[src/sv/sap_pkg.sv]
package sap_pkg;

  localparam int PHASE_BITS = 24;
  localparam int REG_BITS = 16;
  localparam int CFG_INDEX_BITS = 8;
  localparam int SINE_BITS = 15;
  localparam int COEF_BITS = 16;
  localparam int COEF_BASE = 16384;
  localparam int COEF_SPREAD = 9830;

  localparam logic [REG_BITS-1:0] UNITY_Q15 = 16'd32768;

  localparam logic [REG_BITS-1:0]        PHASE_STEP_RESET    = 16'd175;
  localparam logic [REG_BITS-1:0]        MOD_DEPTH_RESET     = 16'd16384;
  localparam logic signed [REG_BITS-1:0] FEEDBACK_GAIN_RESET = 16'sd9830;
  localparam logic [REG_BITS-1:0]        WET_MIX_RESET       = 16'd16384;

  // Odd Taylor coefficients of sin(pi/2 * t), t in Q30.
  localparam longint POLY_Q30 [5] = '{
    64'sd1686629713, -64'sd693598368, 64'sd85569739, -64'sd5026947, 64'sd172272
  };

  typedef enum logic [CFG_INDEX_BITS-1:0] {
    REG_PHASE_STEP    = 8'd0,
    REG_MOD_DEPTH     = 8'd1,
    REG_FEEDBACK_GAIN = 8'd2,
    REG_WET_MIX       = 8'd3
  } cfg_reg_e;

  typedef enum logic [1:0] {
    ST_IDLE,
    ST_COEF,
    ST_LANE,
    ST_DONE
  } seq_state_e;

  typedef enum logic [1:0] {
    CS_IDLE,
    CS_ADDR,
    CS_MULT,
    CS_STORE
  } coef_step_e;

  typedef enum logic [2:0] {
    LS_IDLE,
    LS_FB,
    LS_FB_ADD,
    LS_STG,
    LS_STG_ADD,
    LS_MIX_WET,
    LS_MIX_DRY,
    LS_MIX_SUM
  } lane_step_e;

  typedef struct packed {
    logic start;
  } unit_ctrl_t;

  typedef struct packed {
    logic done;
  } unit_stat_t;

  function automatic logic [SINE_BITS-1:0] quarter_sine(input int k, input int table_bits);
    longint t;
    longint t2;
    longint p;
    longint s;
    t = longint'(k) <<< (30 - table_bits);
    t2 = (t * t) >>> 30;
    p = POLY_Q30[4];
    for (int i = 3; i >= 0; i--) begin
      p = POLY_Q30[i] + ((p * t2) >>> 30);
    end
    s = (((p * t) >>> 30) + 64'sd16384) >>> 15;
    if (s > 64'sd32767) s = 64'sd32767;
    if (s < 64'sd0) s = 64'sd0;
    return s[SINE_BITS-1:0];
  endfunction

endpackage

[src/sv/sap_if.sv]


interface sap_out_if #(
  parameter int SAMPLE_BITS = 24
);
  logic                          valid;
  logic                          ready;
  logic signed [SAMPLE_BITS-1:0] left_result;
  logic signed [SAMPLE_BITS-1:0] right_result;

  modport source (output valid, left_result, right_result, input ready);
  modport sink (input valid, left_result, right_result, output ready);
endinterface


[src/sv/sap_merge.sv]
module sap_merge #(
  parameter int SAMPLE_BITS = 24
) (
  input  logic                          clk_i,
  input  logic                          rst_ni,
  input  sap_pkg::unit_ctrl_t           ctrl_i,
  output logic                          free_o,
  input  logic signed [SAMPLE_BITS-1:0] left_i,
  input  logic signed [SAMPLE_BITS-1:0] right_i,
  sap_out_if.source                     out_if
);

  logic                          valid_q;
  logic signed [SAMPLE_BITS-1:0] left_q;
  logic signed [SAMPLE_BITS-1:0] right_q;

  always_ff @(posedge clk_i or negedge rst_ni) begin
    if (!rst_ni) begin
      valid_q <= 1'b0;
    end else if (ctrl_i.start) begin
      valid_q <= 1'b1;
    end else if (out_if.ready) begin
      valid_q <= 1'b0;
    end
  end

  always_ff @(posedge clk_i) begin
    if (ctrl_i.start) begin
      left_q <= left_i;
      right_q <= right_i;
    end
  end

  assign free_o = !valid_q || out_if.ready;
  assign out_if.valid = valid_q;
  assign out_if.left_result = left_q;
  assign out_if.right_result = right_q;

endmodule

[src/flat_wrapper.sv]
// flat-port wrapper written by rule: the top's interface ports become plain ports
module sap_merge_flat 
#(
  parameter int SAMPLE_BITS = 24
)
  (clk_i, rst_ni, ctrl_i, free_o, left_i, right_i, out_if_valid, out_if_left_result, out_if_right_result, out_if_ready);
  sap_out_if #(.SAMPLE_BITS(SAMPLE_BITS)) out_if_i ();
  input  logic clk_i;
  input  logic rst_ni;
  input  sap_pkg::unit_ctrl_t ctrl_i;
  output logic free_o;
  input  logic signed [SAMPLE_BITS-1:0] left_i;
  input  logic signed [SAMPLE_BITS-1:0] right_i;
  output wire logic [$bits(out_if_i.valid)-1:0] out_if_valid;
  output wire logic [$bits(out_if_i.left_result)-1:0] out_if_left_result;
  output wire logic [$bits(out_if_i.right_result)-1:0] out_if_right_result;
  input wire logic [$bits(out_if_i.ready)-1:0] out_if_ready;
  assign out_if_valid = out_if_i.valid;
  assign out_if_left_result = out_if_i.left_result;
  assign out_if_right_result = out_if_i.right_result;
  assign out_if_i.ready = out_if_ready;
  sap_merge #(.SAMPLE_BITS(SAMPLE_BITS)) u_core (.clk_i(clk_i), .rst_ni(rst_ni), .ctrl_i(ctrl_i), .free_o(free_o), .left_i(left_i), .right_i(right_i), .out_if(out_if_i));
endmodule
[config.mk]
export PLATFORM = sky130hd
export DESIGN_NAME = sap_merge_flat
export DESIGN_NICKNAME = d
export VERILOG_FILES = /design/src/sv/sap_pkg.sv /design/src/sv/sap_if.sv /design/src/sv/sap_merge.sv /design/src/flat_wrapper.sv
export SDC_FILE = /design/constraint.sdc
export NUM_CORES = 1
export LEC_CHECK = 0
export ABC_AREA = 1
export BUFFER_PORTS_ARGS = -buffer_cell sky130_fd_sc_hd__buf_2
export CORE_ASPECT_RATIO = 1.1
export CORE_MARGIN = 4
export CORE_UTILIZATION = 24
export CTS_CLUSTER_DIAMETER = 100
export DETAILED_ROUTE_END_ITERATION = 7
export HOLD_SLACK_MARGIN = 0.02
export PLACE_DENSITY = 0.51
export SYNTH_ARGS = -nofsm -noshare
export SYNTH_HDL_FRONTEND = slang
export SYNTH_SLANG_ARGS = --single-unit
[constraint.sdc]
create_clock -name clk_i -period 0.87 [get_ports clk_i]
set_clock_uncertainty 0.1 [all_clocks]
set_input_delay 0.087 -clock clk_i [delete_from_list [all_inputs] [get_ports clk_i]]
set_output_delay 0.087 -clock clk_i [all_outputs]
set_load 0.1 [all_outputs]
==> results.sh <==
export IMPL_status="finished, violations left"
export IMPL_violations="negative setup slack"
export IMPL_fin_tns_setup_ns=-11.41
export IMPL_timing_final_crit_share_pct=144
export IMPL_clkSinkCount=49
export IMPL_worstSetupPathType="flop to output pin"
export IMPL_drtIter0Drc=42
export IMPL_io_pins=102
export IMPL_start_kind="flop"
export IMPL_hold_viol_final=0
export IMPL_syn_nets=105
export IMPL_cp_data_arrival_time_ns=1.07
export IMPL_wire_per_inst_um=14.9
export IMPL_clkTransAtPathRegs_ns=0.09
export IMPL_slew_violations=0
export IMPL_ctsRootBufferMaster="clkbuf_8"
export IMPL_wl_mm=4.31
export IMPL_max_slew_margin_pct=86.8
export IMPL_max_freq_ghz=0.799
export IMPL_use_met1_pct=10.9
export IMPL_cp_end_kind="output pin"
export IMPL_most_common_layout_cells="51 x buf_2, 51 x buf_12, 49 x dlygate4sd3_1"
export IMPL_grtUsageMet3_pct=7.03
export IMPL_whs_ns=0.0172
export IMPL_initial_utilization_pct=25.3
export IMPL_clock_latency_ns=0.29
export IMPL_num_rows=29
export IMPL_setup_viol=50
export IMPL_final_cells=290
export IMPL_endpoint="free_o"
export IMPL_hold_class="input pin to asynchronous set/reset pin"
export IMPL_htreeDepth=2
export IMPL_avgSynthCellArea_um2=28.0
export IMPL_cts_made_buffers=5
export IMPL_synthesis_area_um2=1490
export IMPL_drt_vias_per_instance=3.84
export IMPL_fin_crit_ns=1.25
export IMPL_ys_types=4
export IMPL_yosys_area_top_type="edfxtp_1"
export IMPL_regArea_um2=1470
export IMPL_syn_to_final_growth_pct=134
export IMPL_fill_cells=441
export IMPL_ff2ff_setup_slack_ns=0.03
export IMPL_core_um2=5880
export IMPL_tightest_slew_ns=0.198
export IMPL_track_usage_pct=12.1
export IMPL_diodes=0
export IMPL_r2r_end="u_core.out_if.valid$_DFFE_PN0P_"
export IMPL_drv_cap=0
export IMPL_timing_rr_start="u_core.out_if.valid$_DFFE_PN0P_"
export IMPL_grt_util_met2_pct=22.1
export IMPL_crit_path_start="u_core.out_if.valid$_DFFE_PN0P_"
export IMPL_routabilityCongestion=0.697
export IMPL_grt_pass1_vias=1344
export IMPL_grt_first_pass_wirelength_mm=7.02
export IMPL_ff2ff_path_depth=2
export IMPL_drt_pass1_iterations=3
export IMPL_yosys_warnings=0
export IMPL_grt_setup_unrepaired="true"
export IMPL_via_count=1113
export IMPL_grt_max_degree=35
export IMPL_place_port_buffers=101
export IMPL_nNetsFinal=264
export IMPL_synth_seq_cells=49
export IMPL_power_density_nw_per_um2=2010
export IMPL_ant_nets=0
export IMPL_final_layout_size_suffix_gt1_share_pct=53.1
export IMPL_cts_tree="yes"
export IMPL_cts_buffer_depth=2
export IMPL_die_w_um=83.0
export IMPL_synth_top_area_share_pct=97.0
export IMPL_cp_max_fo=2
export IMPL_antenna_found_initial=0
export IMPL_fin_ws_ns=-0.382
export IMPL_die_area_um2=7520
export IMPL_overflow=0
export IMPL_synthCells=53
export IMPL_busiest_layer="met2"
export IMPL_placedCellCount=233
export IMPL_ir_drop_v=0.00110
export IMPL_crit_required_ns=0.68
export IMPL_multi_input_area_um2=26.3
export IMPL_finalInstanceArea_um2=3480
export IMPL_place_area_um2=2880
export IMPL_yosysSeqAreaShare_pct=98.7
export IMPL_synthTopCellsByArea="edfxtp_1 97%, dfrtp_1 1.7%, nand2_2 0.84%"
export IMPL_power_leakage_nw=1.44
export IMPL_die_h_um=90.5
export IMPL_hold_buffers=50
export IMPL_drcViolationCount=0
## where the power goes
group          switching [mW]  internal [mW]  total, mW
registers               0.154           2.81       2.96
logic                    1.55          0.918       2.46
clock network           0.718          0.846       1.56
total                    2.42           4.57       6.99
## synthesized netlist by cell type
cell type	n
dfrtp_1	1
inv_1	2
nand2_2	2
edfxtp_1	48
## area by class of cell
class,count,share of cell area (%)
Tap cell,77,2.76
Clock inverter,3,1.18
Sequential cell,49,42.2
Inverter,2,0.215
Timing Repair Buffer,152,50.9
Clock buffer,5,1.97
Multi-Input combinational cell,2,0.754
## sequential cells by signal (all words and copies together), names as in the netlist
name / flops
u_core.out_if.left_result: 24
u_core.out_if.right_result: 24
u_core.out_if.valid: 1
## worst min-delay path by stage
stage                                                 end          from  cells after the start
after CTS                 u_core.out_if.valid$_DFFE_PN0P_  out_if_ready                      4
final                     u_core.out_if.valid$_DFFE_PN0P_        rst_ni                      2
after detailed placement  u_core.out_if.valid$_DFFE_PN0P_        rst_ni                      1
after global routing      u_core.out_if.valid$_DFFE_PN0P_  out_if_ready                      4
after global placement    u_core.out_if.valid$_DFFE_PN0P_        rst_ni                      1
after floorplan           u_core.out_if.valid$_DFFE_PN0P_        rst_ni                      0
## worst max-delay path, stage by stage (launching register included)
cell and delay (ns):
dfrtp_4 0.53, nand2_8 0.08, buf_12 0.17
## kinds of logic (layout without fill, tap and decap cells)
family	count (synthesis)	count (layout)	share of synthesized area, %
buf+inv	2	162	0.505
flops	49	49	98.7
simple gates	2	2	0.842
## what timing repair did
| item | CTS | global route |
|---|---|---|
| endpoints found under the setup margin | 50 | 51 |
| endpoints found under the hold margin | 50 | 2 |
| gates cloned | 0 | 0 |
| setup buffers | 0 | 0 |
| resized for setup | 0 | 0 |
## metal layers
metal	vias to the layer above	routed length, um
met5	-	0
met4	0	29
met3	2	571
met2	63	2450
met1	523	1260
li1	525	-
## per-stage QoR
stage	util (%)	power, mW	setup WS, ns
floorplan	-	4.28	-0.245
CTS	59.5	7.06	-0.397
finish	59.3	6.99	-0.382
detailed placement	49.1	5.32	-0.0579
global placement	49.1	5.29	-0.0564
global route	59.3	7.23	-0.418
No activity file was read; power rests on OpenSTA's default activity.
