## config.mk

```make
export PLATFORM = sky130hd
export DESIGN_NAME = sap_lane
export DESIGN_NICKNAME = d
export VERILOG_FILES = /design/src/sv/sap_pkg.sv /design/src/sv/sap_lane.sv
export SDC_FILE = /design/constraint.sdc
export NUM_CORES = 2
export LEC_CHECK = 0
export BUFFER_PORTS_ARGS = -buffer_cell sky130_fd_sc_hd__buf_2
export CAP_MARGIN = 5
export CORE_MARGIN = 2
export CORE_UTILIZATION = 50
export DETAILED_ROUTE_END_ITERATION = 8
export PLACE_DENSITY = 0.73
export SLEW_MARGIN = 20
export SYNTH_ARGS = -nofsm -noshare
export SYNTH_HDL_FRONTEND = slang
export SYNTH_SLANG_ARGS = --single-unit
```

## constraint.sdc

```tcl
create_clock -name clk_i -period 13.9 [get_ports clk_i]
set_clock_uncertainty 0.1 [all_clocks]
set_input_delay 2.78 -clock clk_i [delete_from_list [all_inputs] [get_ports clk_i]]
set_output_delay 2.78 -clock clk_i [all_outputs]
set_load 0.02 [all_outputs]
```

## src/sv/sap_pkg.sv

```systemverilog
package sap_pkg;

  localparam int PHASE_BITS = 24;
  localparam int REG_BITS = 16;
  localparam int CFG_INDEX_BITS = 8;
  localparam int SINE_BITS = 15;
  localparam int COEF_BITS = 16;
  localparam int COEF_BASE = 16384;
  localparam int COEF_SPREAD = 9830;

  localparam logic [REG_BITS-1:0] UNITY_Q15 = 16'd32768;

  localparam logic [REG_BITS-1:0]        PHASE_STEP_RESET    = 16'd175;
  localparam logic [REG_BITS-1:0]        MOD_DEPTH_RESET     = 16'd16384;
  localparam logic signed [REG_BITS-1:0] FEEDBACK_GAIN_RESET = 16'sd9830;
  localparam logic [REG_BITS-1:0]        WET_MIX_RESET       = 16'd16384;

  // Odd Taylor coefficients of sin(pi/2 * t), t in Q30.
  localparam longint POLY_Q30 [5] = '{
    64'sd1686629713, -64'sd693598368, 64'sd85569739, -64'sd5026947, 64'sd172272
  };

  typedef enum logic [CFG_INDEX_BITS-1:0] {
    REG_PHASE_STEP    = 8'd0,
    REG_MOD_DEPTH     = 8'd1,
    REG_FEEDBACK_GAIN = 8'd2,
    REG_WET_MIX       = 8'd3
  } cfg_reg_e;

  typedef enum logic [1:0] {
    ST_IDLE,
    ST_COEF,
    ST_LANE,
    ST_DONE
  } seq_state_e;

  typedef enum logic [1:0] {
    CS_IDLE,
    CS_ADDR,
    CS_MULT,
    CS_STORE
  } coef_step_e;

  typedef enum logic [2:0] {
    LS_IDLE,
    LS_FB,
    LS_FB_ADD,
    LS_STG,
    LS_STG_ADD,
    LS_MIX_WET,
    LS_MIX_DRY,
    LS_MIX_SUM
  } lane_step_e;

  typedef struct packed {
    logic start;
  } unit_ctrl_t;

  typedef struct packed {
    logic done;
  } unit_stat_t;

  function automatic logic [SINE_BITS-1:0] quarter_sine(input int k, input int table_bits);
    longint t;
    longint t2;
    longint p;
    longint s;
    t = longint'(k) <<< (30 - table_bits);
    t2 = (t * t) >>> 30;
    p = POLY_Q30[4];
    for (int i = 3; i >= 0; i--) begin
      p = POLY_Q30[i] + ((p * t2) >>> 30);
    end
    s = (((p * t) >>> 30) + 64'sd16384) >>> 15;
    if (s > 64'sd32767) s = 64'sd32767;
    if (s < 64'sd0) s = 64'sd0;
    return s[SINE_BITS-1:0];
  endfunction

endpackage

```

## src/sv/sap_lane.sv

```systemverilog
module sap_lane #(
  parameter int STAGES = 4,
  parameter int SAMPLE_BITS = 24
) (
  input  logic                                  clk_i,
  input  logic                                  rst_ni,
  input  sap_pkg::unit_ctrl_t                   ctrl_i,
  output sap_pkg::unit_stat_t                   stat_o,
  input  logic signed [sap_pkg::REG_BITS-1:0]   gain_i,
  input  logic [sap_pkg::REG_BITS-1:0]          mix_i,
  input  logic signed [SAMPLE_BITS-1:0]         sample_i,
  input  logic signed [sap_pkg::COEF_BITS-1:0]  coef_i [STAGES],
  output logic signed [SAMPLE_BITS-1:0]         result_o
);

  localparam int StgW = (STAGES > 1) ? $clog2(STAGES) : 1;
  localparam int AW = SAMPLE_BITS + 1;
  localparam int BW = sap_pkg::REG_BITS + 2;
  localparam int PW = AW + BW;
  localparam int WW = PW + 1;
  localparam logic signed [WW-1:0] SatHi = WW'((64'sd1 <<< (SAMPLE_BITS - 1)) - 64'sd1);
  localparam logic signed [WW-1:0] SatLo = -SatHi - WW'(1);
  localparam logic signed [WW-1:0] Half = WW'(64'sd16384);

  function automatic logic signed [WW-1:0] rs15(input logic signed [WW-1:0] v);
    return (v + Half) >>> 15;
  endfunction

  function automatic logic signed [SAMPLE_BITS-1:0] sat(input logic signed [WW-1:0] v);
    logic signed [WW-1:0] r;
    if (v > SatHi) r = SatHi;
    else if (v < SatLo) r = SatLo;
    else r = v;
    return r[SAMPLE_BITS-1:0];
  endfunction

  sap_pkg::lane_step_e            step_q, step_d;
  logic [StgW-1:0]                st_q;
  logic signed [SAMPLE_BITS-1:0]  prev_in_q [STAGES];
  logic signed [SAMPLE_BITS-1:0]  prev_out_q [STAGES];
  logic signed [SAMPLE_BITS-1:0]  hold_q;
  logic signed [SAMPLE_BITS-1:0]  x_q;
  logic signed [SAMPLE_BITS-1:0]  result_q;
  logic signed [PW-1:0]           prod_q;
  logic signed [PW-1:0]           acc_q;

  logic signed [AW-1:0]           mul_a;
  logic signed [BW-1:0]           mul_b;
  logic signed [PW-1:0]           product;
  logic [sap_pkg::REG_BITS:0]     dry_w;
  logic signed [BW-1:0]           mix_b;
  logic signed [BW-1:0]           dry_b;
  logic signed [SAMPLE_BITS-1:0]  x_fb;
  logic signed [SAMPLE_BITS-1:0]  y_new;
  logic signed [SAMPLE_BITS-1:0]  mix_res;
  logic                           last;
  logic                           done;

  assign dry_w = {1'b0, sap_pkg::UNITY_Q15} - {1'b0, mix_i};
  assign mix_b = BW'(signed'({1'b0, mix_i}));
  assign dry_b = BW'(signed'({1'b0, dry_w}));
  assign product = mul_a * mul_b;
  assign last = (st_q == StgW'(STAGES - 1));

  assign x_fb = sat(WW'(sample_i) + rs15(WW'(prod_q)));
  assign y_new = sat(WW'(prev_in_q[st_q]) + rs15(WW'(prod_q)));
  assign mix_res = sat(rs15(WW'(acc_q) + WW'(prod_q)));

  always_comb begin
    step_d = step_q;
    mul_a = '0;
    mul_b = '0;
    done = 1'b0;
    case (step_q)
      sap_pkg::LS_IDLE: begin
        if (ctrl_i.start) step_d = sap_pkg::LS_FB;
      end
      sap_pkg::LS_FB: begin
        mul_a = AW'(hold_q);
        mul_b = BW'(gain_i);
        step_d = sap_pkg::LS_FB_ADD;
      end
      sap_pkg::LS_FB_ADD: step_d = sap_pkg::LS_STG;
      sap_pkg::LS_STG: begin
        mul_a = AW'(prev_out_q[st_q]) - AW'(x_q);
        mul_b = BW'(coef_i[st_q]);
        step_d = sap_pkg::LS_STG_ADD;
      end
      sap_pkg::LS_STG_ADD: begin
        step_d = last ? sap_pkg::LS_MIX_WET : sap_pkg::LS_STG;
      end
      sap_pkg::LS_MIX_WET: begin
        mul_a = AW'(x_q);
        mul_b = mix_b;
        step_d = sap_pkg::LS_MIX_DRY;
      end
      sap_pkg::LS_MIX_DRY: begin
        mul_a = AW'(sample_i);
        mul_b = dry_b;
        step_d = sap_pkg::LS_MIX_SUM;
      end
      sap_pkg::LS_MIX_SUM: begin
        done = 1'b1;
        step_d = sap_pkg::LS_IDLE;
      end
      default: step_d = sap_pkg::LS_IDLE;
    endcase
  end

  always_ff @(posedge clk_i or negedge rst_ni) begin
    if (!rst_ni) begin
      step_q <= sap_pkg::LS_IDLE;
      st_q <= '0;
      hold_q <= '0;
      for (int i = 0; i < STAGES; i++) begin
        prev_in_q[i] <= '0;
        prev_out_q[i] <= '0;
      end
    end else begin
      step_q <= step_d;
      case (step_q)
        sap_pkg::LS_FB_ADD: st_q <= '0;
        sap_pkg::LS_STG_ADD: begin
          prev_in_q[st_q] <= x_q;
          prev_out_q[st_q] <= y_new;
          st_q <= st_q + StgW'(1);
        end
        sap_pkg::LS_MIX_WET: hold_q <= x_q;
        default: ;
      endcase
    end
  end

  always_ff @(posedge clk_i) begin
    prod_q <= product;
    case (step_q)
      sap_pkg::LS_FB_ADD: x_q <= x_fb;
      sap_pkg::LS_STG_ADD: x_q <= y_new;
      sap_pkg::LS_MIX_DRY: acc_q <= prod_q;
      sap_pkg::LS_MIX_SUM: result_q <= mix_res;
      default: ;
    endcase
  end

  assign result_o = result_q;
  assign stat_o.done = done;

endmodule

```

==> impl_metrics.env <==
export IMPL_outcome="finished clean"
export IMPL_cts_tree="built"
export IMPL_root_buffer="clkbuf_16"
export IMPL_first_global_vias=29898
export IMPL_syn_area_um2=37380
export IMPL_worst_path_max_fanout=35
export IMPL_synth_common_cells="584 x inv_1, 508 x nand2_1, 444 x fa_1"
export IMPL_post_cts_setup_buffers=0
export IMPL_grtUsageTotal_pct=29.93
export IMPL_port_buffers=147
export IMPL_grt_overflow=0
export IMPL_startpoint_type="flip-flop"
export IMPL_crit_buf_inv=4
export IMPL_areaGrowthSynthToFinish_pct=8.438
export IMPL_io_pins=148
export IMPL_start_util_pct=50.38
export IMPL_critPathKind="reg -> reg"
export IMPL_drt_pass1_iterations=6
export IMPL_postRouteAntennaNets=0
export IMPL_slew_viol_final=0
export IMPL_worst_hold_path_type="reg -> reg"
export IMPL_dieArea_um2=76970
export IMPL_hold_violations=0
export IMPL_hold_buffers=0
export IMPL_clock_latency_ps=560
export IMPL_yosysTopAreaCell="fa_1"
export IMPL_ys_flop_type="dfrtp_1"
export IMPL_synthesis_nets=4862
export IMPL_cpPeakStageDelay_ps=900
export IMPL_place_congestion=0.9961
export IMPL_grt_pass1_wl_um=176500
export IMPL_dr_total_vias=30260
export IMPL_avgSynthCellArea_um2=9.306
export IMPL_die_w_um=277.4
export IMPL_cts_max_level=2
export IMPL_min_period_ps=11720
export IMPL_max_cap_viol_count=0
export IMPL_routed_wl_um=114000
export IMPL_worstMarginPinSlew_ps=1118
export IMPL_reg2reg_to="prod_q[42]$_DFF_P_"
export IMPL_synth_top_area_share_pct=23.78
export IMPL_initialDrtViolationCount=3136
export IMPL_path_delay_family="compound AO/OA/AOI/OAI gates"
export IMPL_ys_seq_area_share_pct=24.41
export IMPL_relSlewSlack_pct=25.49
export IMPL_row_count=100
export IMPL_drc=0
export IMPL_synth_edf_count=91
export IMPL_ys_warn_count=0
export IMPL_dpl_hpwl_um=89150
export IMPL_reg2reg_depth=36
export IMPL_via_per_inst=5.931
export IMPL_arrival_ps=12020
export IMPL_period_share_pct=84.31
export IMPL_async_reset_ff_share_pct=62.25
export IMPL_core_um2=74200
export IMPL_postLayoutCellArea_um2=40540
export IMPL_placed_area_um2=39290
export IMPL_drive_above_1_share_pct=9.271
export IMPL_fp_dieH_um=277.4
export IMPL_ys_ff_latch=355
export IMPL_yosys_top_cells_area="fa_1 24%, dfrtp_1 15%, ha_1 9.3%, edfxtp_1 7.3%, inv_1 5.9%"
export IMPL_rsz0062_at_grt="no"
export IMPL_grt_max_degree=122
export IMPL_worst_path_most_repeated_cell="fa_1"
export IMPL_hp_start="prod_q[9]$_DFF_P_"
export IMPL_ctsResizeCount=0
export IMPL_nets=4948
export IMPL_r2r_start="st_q[0]$_DFFE_PN0P_"
export IMPL_clock_fmax_mhz=85.33
export IMPL_slowest_stage="dfrtp_4"
export IMPL_cts_inserted_buffers=37
export IMPL_clock_sinks=355
export IMPL_worst_hold_path_endpoint="acc_q[9]$_DFFE_PP_"
export IMPL_syn_inst=4017
export IMPL_antenna_found_initial=4
export IMPL_tns_ps=0
export IMPL_synth_most_common_cell="inv_1"
export IMPL_crit_required_ps=14210
export IMPL_r2r_slack_ps=2180
export IMPL_yosysUniqueCellTypes=82
export IMPL_end_kind="flip-flop"
export IMPL_hold_depth=0
export IMPL_setup_violations=0
export IMPL_clkTransAtPathRegs_ps=60
export IMPL_clockBufferDepth=3
export IMPL_wl_per_cell_um=22.34
cell families (layout without fill, tap and decap cells):
family                     after synthesis  after routing  share of synthesized area [%]
xor gates and xnor gates               172            172                          4.030
buffers and inverters                  752            866                          7.624
and+or+nand+nor                       1081           1081                          12.35
muxes                                   84             84                          4.411
DFF                                    355            355                          24.41
AOI/OAI and AO/OA                      851            851                          14.09
other                                    0              2                              0
adders and majority gates              722            722                          33.08
worst max-delay path by stage:
stage	start	endpoint	slack (ps)	depth (start not counted)
after floorplan	st_q[0]$_DFFE_PN0P_	prod_q[42]$_DFF_P_	2620	41
after global placement	mix_i[0]	prod_q[42]$_DFF_P_	2290	37
after detailed placement	mix_i[2]	prod_q[42]$_DFF_P_	2140	29
after CTS	st_q[0]$_DFFE_PN0P_	prod_q[42]$_DFF_P_	2360	32
after global routing	st_q[0]$_DFFE_PN0P_	prod_q[42]$_DFF_P_	1480	36
final	st_q[0]$_DFFE_PN0P_	prod_q[42]$_DFF_P_	2180	36
layer usage:
layer / global-route usage (%) / vias to the layer above / share of wire [%]
met3: 6.452 / 298 / 9.8
met1: 41.15 / 14961 / 41
met2: 45.22 / 1546 / 44
li1: - / 13453 / -
met5: 0 / - / 0.011
met4: 14.26 / 2 / 6.1
per-stage QoR:
stage	worst slack, ps	instances	hold slack (ps)	util, %
floorplan	2617	4017	308.6	-
global placement	2289	5033	326.8	52.95
detailed placement	2140	5033	324.1	52.95
CTS	2356	5100	343.7	54.63
global route	1480	5101	349.3	54.63
finish	2181	5102	339.5	54.64
sequential cells by signal (all words and copies together), names as in the netlist:
register,count
prev_in_q,96
prev_out_q,96
acc_q,43
prod_q,43
hold_q,24
result_o,24
x_q,24
step_q,3
st_q,2
layout make-up:
type | instances | area (um2)
fillers | 6677 | 33660
multi-input cells | 2910 | 25500
flip-flops and latches | 355 | 9133
inverters | 584 | 2192
repair buffers | 215 | 1256
well taps | 969 | 1212
clock buffers | 52 | 1065
clock inverters | 15 | 175.2
diodes | 2 | 5.005
cells in the final DEF, fill, tap and decap left out, drive strengths merged, types with 9 or more instances in the layout:
cell type  netlist  final
inv            584    586
nand2          508    508
fa             444    444
nor2           333    333
a21oi          290    290
ha             278    278
o21ai          250    250
dfrtp          221    221
buf             31    215
xnor2          118    118
edfxtp          91     91
a21o            71     71
mux4            64     64
xor2            54     54
clkbuf         137     52
nor2b           50     50
dfxtp           43     43
nand2b          39     39
nand3           34     34
a22oi           31     31
nand4           25     25
nor3            23     23
a22o            23     23
a31oi           23     23
and2            22     22
o21bai          21     21
and3            19     19
o21a            17     17
mux2i           14     14
a221oi          14     14
o31ai           14     14
a221o           11     11
a211oi          10     10
o211ai           9      9
Power is left out: the tool's default activity adds up to more than one toggle a clock period on the data nets, which glitch-free logic cannot reach.
